File: src/rtl/cmf_pkg.sv
package cmf_pkg;

    // Defaults for the top-level parameters
    localparam int MAX_TAPS_DEF    = 256;
    localparam int SAMPLE_BITS_DEF = 16;

    // Fixed field widths
    localparam int TAP_BITS    = 16;
    localparam int TAP_COUNT_W = 9;
    localparam int TAP_INDEX_W = 8;
    localparam int OUT_W       = 32;
    localparam int FRAC_BITS   = 15;

    localparam logic signed [OUT_W-1:0] OUT_MAX = 32'sh7FFF_FFFF;
    localparam logic signed [OUT_W-1:0] OUT_MIN = 32'sh8000_0000;

    // Input item kinds
    localparam logic MODE_SAMPLE = 1'b0;
    localparam logic MODE_TAP    = 1'b1;

    // Correlation sequencer
    typedef enum logic [1:0] {
        ST_IDLE,
        ST_RUN,
        ST_DRAIN,
        ST_FINISH
    } state_t;

    // Controls from the sequencer to the complex MAC
    typedef struct packed {
        logic clear;
        logic mul_en;
        logic acc_en;
    } mac_ctrl_t;

endpackage

File: src/rtl/cmf_cmac.sv
module cmf_cmac
    import cmf_pkg::*;
#(
    parameter int SAMPLE_BITS = SAMPLE_BITS_DEF,
    parameter int MAX_TAPS    = MAX_TAPS_DEF
) (
    input  logic                          clk,
    input  mac_ctrl_t                     ctrl,
    input  logic signed [SAMPLE_BITS-1:0] x_re,
    input  logic signed [SAMPLE_BITS-1:0] x_im,
    input  logic signed [TAP_BITS-1:0]    h_re,
    input  logic signed [TAP_BITS-1:0]    h_im,
    output logic signed [OUT_W-1:0]       res_re,
    output logic signed [OUT_W-1:0]       res_im
);

    localparam int PROD_W = SAMPLE_BITS + TAP_BITS;
    localparam int ACC_W  = PROD_W + 2 + $clog2(MAX_TAPS);
    localparam int Q_W    = ACC_W - FRAC_BITS;
    localparam int EXT_W  = (Q_W > OUT_W) ? Q_W : OUT_W + 1;

    localparam logic signed [ACC_W-1:0] RND    = ACC_W'(1) << (FRAC_BITS - 1);
    localparam logic signed [EXT_W-1:0] SAT_HI = EXT_W'(OUT_MAX);
    localparam logic signed [EXT_W-1:0] SAT_LO = EXT_W'(OUT_MIN);

    logic signed [PROD_W-1:0] p_rr_reg;
    logic signed [PROD_W-1:0] p_ii_reg;
    logic signed [PROD_W-1:0] p_ir_reg;
    logic signed [PROD_W-1:0] p_ri_reg;
    logic signed [ACC_W-1:0]  acc_re_reg;
    logic signed [ACC_W-1:0]  acc_im_reg;
    logic signed [ACC_W-1:0]  acc_re_next;
    logic signed [ACC_W-1:0]  acc_im_next;

    // Round half up by the fraction bits, then clamp to the output range
    function automatic logic signed [OUT_W-1:0] round_sat(input logic signed [ACC_W-1:0] a);
        logic signed [ACC_W-1:0] v;
        logic signed [Q_W-1:0]   q;
        logic signed [EXT_W-1:0] qx;
        v  = a + RND;
        q  = Q_W'(v >>> FRAC_BITS);
        qx = EXT_W'(q);
        if (qx > SAT_HI)
        begin
            return OUT_MAX;
        end
        if (qx < SAT_LO)
        begin
            return OUT_MIN;
        end
        return OUT_W'(qx);
    endfunction

    // Register the four partial products of x * conj(h)
    always_ff @(posedge clk)
    begin
        if (ctrl.mul_en)
        begin
            p_rr_reg <= x_re * h_re;
            p_ii_reg <= x_im * h_im;
            p_ir_reg <= x_im * h_re;
            p_ri_reg <= x_re * h_im;
        end
    end

    // Combine products into the running sums
    always_comb
    begin
        acc_re_next = acc_re_reg + ACC_W'(p_rr_reg) + ACC_W'(p_ii_reg);
        acc_im_next = acc_im_reg + ACC_W'(p_ir_reg) - ACC_W'(p_ri_reg);
    end

    always_ff @(posedge clk)
    begin
        if (ctrl.clear)
        begin
            acc_re_reg <= '0;
            acc_im_reg <= '0;
        end
        else if (ctrl.acc_en)
        begin
            acc_re_reg <= acc_re_next;
            acc_im_reg <= acc_im_next;
        end
    end

    assign res_re = round_sat(acc_re_reg);
    assign res_im = round_sat(acc_im_reg);

endmodule

File: config.mk
export PLATFORM = sky130hd
export DESIGN_NAME = cmf_cmac
export DESIGN_NICKNAME = d
export VERILOG_FILES = /design/src/rtl/cmf_pkg.sv /design/src/rtl/cmf_cmac.sv
export SDC_FILE = /design/constraint.sdc
export NUM_CORES = 2
export LEC_CHECK = 0
export BUFFER_PORTS_ARGS = -buffer_cell sky130_fd_sc_hd__buf_2
export CAP_MARGIN = 10
export CORE_AREA = 10 10 357 359
export DETAILED_ROUTE_END_ITERATION = 8
export DIE_AREA = 0 0 367 369
export PLACE_DENSITY = 0.65
export REMOVE_ABC_BUFFERS = 1
export SLEW_MARGIN = 20
export SYNTH_ARGS = -nofsm -noshare
export SYNTH_HDL_FRONTEND = slang
export SYNTH_SLANG_ARGS = --single-unit
File: constraint.sdc
create_clock -name clk -period 8.8 [get_ports clk]
set_input_delay 0.88 -clock clk [delete_from_list [all_inputs] [get_ports clk]]
set_output_delay 0.88 -clock clk [all_outputs]
set_load 0.01 [all_outputs]
Word level (Yosys, flattened, before mapping)

Cells that the tools add are included.

Register bits: 212
Output and inout port bits: 64

$add $sub $neg: 6
Multiply operators: 4
Order comparisons: 4
Muxes and demuxes: 14

Operator list:

| kind                                                                            | number |
|---|---|
| 32-bit two-way mux                                                              | 8 |
| 16-bit by 16-bit multiplier with 32-bit output                                  | 4 |
| 42-bit by 32-bit adder with 42-bit output                                       | 3 |
| 42-bit by 16-bit adder with 42-bit output (second input constant)               | 2 |
| 27-bit by 32-bit > comparator with 1-bit output (second input constant)         | 2 |
| 27-bit by 32-bit less-than comparator with 1-bit output (second input constant) | 2 |
| 42-bit by 32-bit subtractor with 42-bit output                                  | 1 |
| 1-bit two-way mux                                                               | 6 |

Longest topological paths before layout

Word-level depth: 6
Gate-level depth with buffers: 24

Least setup slack after synthesis

No wires, ideal clock.

Kind: input-to-reg
From: input x_re[15]
To: register p_rr_reg[31] (data pin)
Arrival: 6.594 ns
Data required time: 8.540 ns
Slack: 1.946 ns
Stages on the path: 21
Path buffers: 1
Cell sequence: clkbuf_1 > nand2_1 > inv_1 > fa_1 > fa_1 > fa_1 > fa_1 > fa_1 > inv_1 > fa_1 > inv_1 > ha_1 > nand3_1 > a21oi_1 > a211oi_2 > nand3_2 > a41o_1 > o211a_1 > or4_4 > o31ai_4 > xnor2_1

Longest elaborated chain between the ends: 1

Ends and longest elaborated chain:

| element                                        | line           | RTL |
|---|---|---|
| start, declared                                | cmf_cmac.sv:9  | `input logic signed [SAMPLE_BITS-1:0] x_re,` |
| 16-bit by 16-bit multiplier with 32-bit output | cmf_cmac.sv:59 | `p_rr_reg <= x_re * h_re;` |
| end signal, assigned                           | cmf_cmac.sv:59 |  |
| end, declared                                  | cmf_cmac.sv:26 | `logic signed [PROD_W-1:0] p_rr_reg;` |

No other way between the ends.
A chain may end at the register's enable or synchronous reset.

Final worst setup path

From: input x_re[6]
To: register p_rr_reg[28] (data pin)

Same word-level chain as after synthesis.

==> metrics.md <==
| Metric | Value |
|---|---|
| Outcome | finished clean |
| Number of flops mapped to enable cells by yosys | 128 |
| FF/Latch Area | 5530 um^2 |
| Hold Path Class | reg -> reg |
| Hold Vio Cnt, Final | 0 |
| Main synth FF type | edfxtp_1 |
| Cell variety after synth | 95 |
| Final setup margin | 1.29 ns |
| Asr flop ratio synth | 0 |
| Clk root buf | clkbuf_16 |
| Critical-path top delay cell | a2111oi_0 |
| Vias per std cell | 5.19 |
| Die ar. | 135000 um^2 |
| Cts repair resizes | 0 |
| Synth Instances | 5783 |
| Slew margin rel. | 0.251 |
| Final Wtd Congestion | 0.871 |
| Crit path cell chain | buf_2 -> nand2_1 -> fa_1 -> inv_1 -> fa_1 -> inv_1 -> fa_1 -> inv_1 -> fa_1 -> fa_1 -> inv_1 -> fa_1 -> inv_1 -> ha_1 -> nand4_1 -> nor3_1 -> nand4_1 -> o2111ai_1 -> a31oi_1 -> nor2_1 -> a21oi_1 -> nand2b_1 -> a2111oi_0 |
| Mapped Area | 53600 um^2 |
| All-layer global routing usage | 0.211 |
| Post-route minimum period | 7.51 ns |
| Initial Utilization | 0.447 |
| CP Buf/Inv Count | 6 |
| Critical Path RT | 9.06 ns |
| Startpoint class of the critical path | primary input |
| Largest area contributor in the netlist | fa_1 |
| Port Buffers | 131 |
| Synthesized flop and latch total | 212 |
| Post-synth top area share | 0.423 |
| Crit path max-delay family | adder cells |
| Total CTS buffers | 29 |
| Fin Setup TNS | 0 ns |
| Initial antenna violation count | 16 |
| Fmax | 0.133 GHz |
| Critical Path AT | 7.78 ns |
| TritonCTS clock tree | built |
| CTS H-tree lvls | 1 |
| Layout cells sized above 1 | 0.0437 |
| Tcrit/Tclk final | 0.854 |
| DP Area | 55600 um^2 |
| DR iter-0 viols | 2453 |
| Share of the core filled with cells | 0.472 |
| Setup CP Type | in -> reg |
| Final nets | 7352 |
| Post-DRT Antenna Nets | 0 |
| Critical Path End Type | flip-flop |
| Ranking of synthesized cells by area | fa_1, ha_1, inv_1 |
| Die Ht | 369 um |
| Final Slew Violations | 0 |
| First-pass GRT wire length | 228000 um |
| Worst path max stage delay | 0.79 ns |
| RSZ-0062 raised after global routing | no |
| Die W | 367 um |
| Vias in the first global route | 41319 |
| Vias | 38271 |
| Max_cap viols | 0 |
| Worst path most repeated cell | fa_1 |
| Synth warn | 0 |
| Tightest Pin Transition | 1.11 ns |
| Area of the multi-input gates | 42000 um^2 |
| Post-route DRC violation count | 0 |
| CTS clk-pin slew, worst paths | 0.07 ns |
| CTS sink cnt | 212 |
| DR WL/cell | 18.8 um |
| Sequential area share after synthesis | 0.103 |
| CTS Hold Bufs | 0 |
| CTS max path bufs | 3 |
| DR pass1 iterations | 6 |
| Setup Fix Bufs, Post-CTS | 0 |
| Largest net degree at the start of global routing | 76 |
| Fillers | 11480 |
| Finish-stage setup viols | 0 |
| Site Rows | 127 |
| GRT overflow | 0 |
| Total core area | 120000 um^2 |
| Fin area | 56500 um^2 |
| Clk_skew | 0.0326 ns |
| # IOs | 132 |
| Worst slack, placed | 0.928 ns |
| Mean Syn Cell Area | 9.26 um^2 |
| Layout area overhead | 5.54% |
| Worst-Skew Late Latency | 0.60 ns |
| Post-DP HPWL | 111000 um |
| CP max FO | 32 |
| Final wirelength | 139000 um |
-- cells in the mapped netlist (all sizes together), types with 5 or more instances --
library cell  instances
inv                1357
fa                 1131
nand2               596
and2                503
ha                  414
clkbuf              228
nor2                210
xnor2               185
a21oi               155
edfxtp              128
a21o                 96
dfxtp                84
o21ai                82
nand3                63
xor2                 62
mux2i                45
nor3                 42
nand2b               34
nand4                28
o21bai               28
and3                 27
a31oi                25
a211oi               23
o21a                 23
buf                  18
nor2b                17
or3                  14
o31ai                12
a31o                  9
and4                  9
o211ai                9
nor4                  8
o22ai                 8
or2                   8
nor3b                 7
a211o                 6
a21boi                6
a221oi                6
o311ai                6
o221ai                5
-- per-layer routing --
layer  track usage  routed length, um
met1         0.279              58600
met2         0.346              63900
met3        0.0281               8840
met4        0.0877               7170
met5             0                 71
-- cell type report --
| cell class | count | share of cell area |
|---|---|---|
| diodes | 4 | 0.000177 |
| clock buffers | 33 | 0.0131 |
| clock inverters | 20 | 0.00341 |
| inverters | 1358 | 0.0902 |
| multi-input cells | 3967 | 0.743 |
| flip-flops and latches | 212 | 0.0977 |
| well taps | 1612 | 0.0357 |
| repair buffers | 171 | 0.0171 |
-- logic make-up after synthesis --
logic type                 share of synthesized area
buffers and inverters                          0.113
and+or+nand+nor                                0.146
adders and majority gates                      0.519
AOI/OAI and AO/OA                             0.0692
xor gates and xnor gates                      0.0404
DFF                                            0.103
muxes                                        0.00925
-- per-stage QoR --
step,instances,hold slack (ns)
after global placement,7320,0.455
after detailed placement,7320,0.465
after floorplan,5537,0.435
after CTS,7373,0.472
final,7377,0.470
after global routing,7375,0.506
-- placed cells by master (no fill, tap or decap), drive strengths merged, types with 25 or more instances in the layout --
master,instances
a21o,96
a21oi,155
a31oi,25
and2,503
and3,27
buf,171
clkbuf,33
dfxtp,84
edfxtp,128
fa,1131
ha,414
inv,1359
mux2i,45
nand2,596
nand2b,34
nand3,63
nand4,28
nor2,210
nor3,42
o21ai,82
o21bai,28
xnor2,185
xor2,62
-- final timing paths --
path,slack [ns],cells after the start,startpoint,end
worst max-delay path,1.29,23,x_re[6],p_rr_reg[28]
worst min-delay path,0.47,2,acc_im_reg[4],acc_im_reg[4]
worst max register to register,4.39,13,p_ir_reg[31],acc_im_reg[41]
worst min register to register,0.47,2,acc_im_reg[4],acc_im_reg[4]
-- tightest hold or removal path, cell delays in order, from the launching register on --
cell,delay (ns)
dfxtp_1,0.31
nand2_1,0.06
a21oi_1,0.05
Power is left out: the tool's default activity adds up to more than one toggle a clock period on the data nets, which glitch-free logic cannot reach.
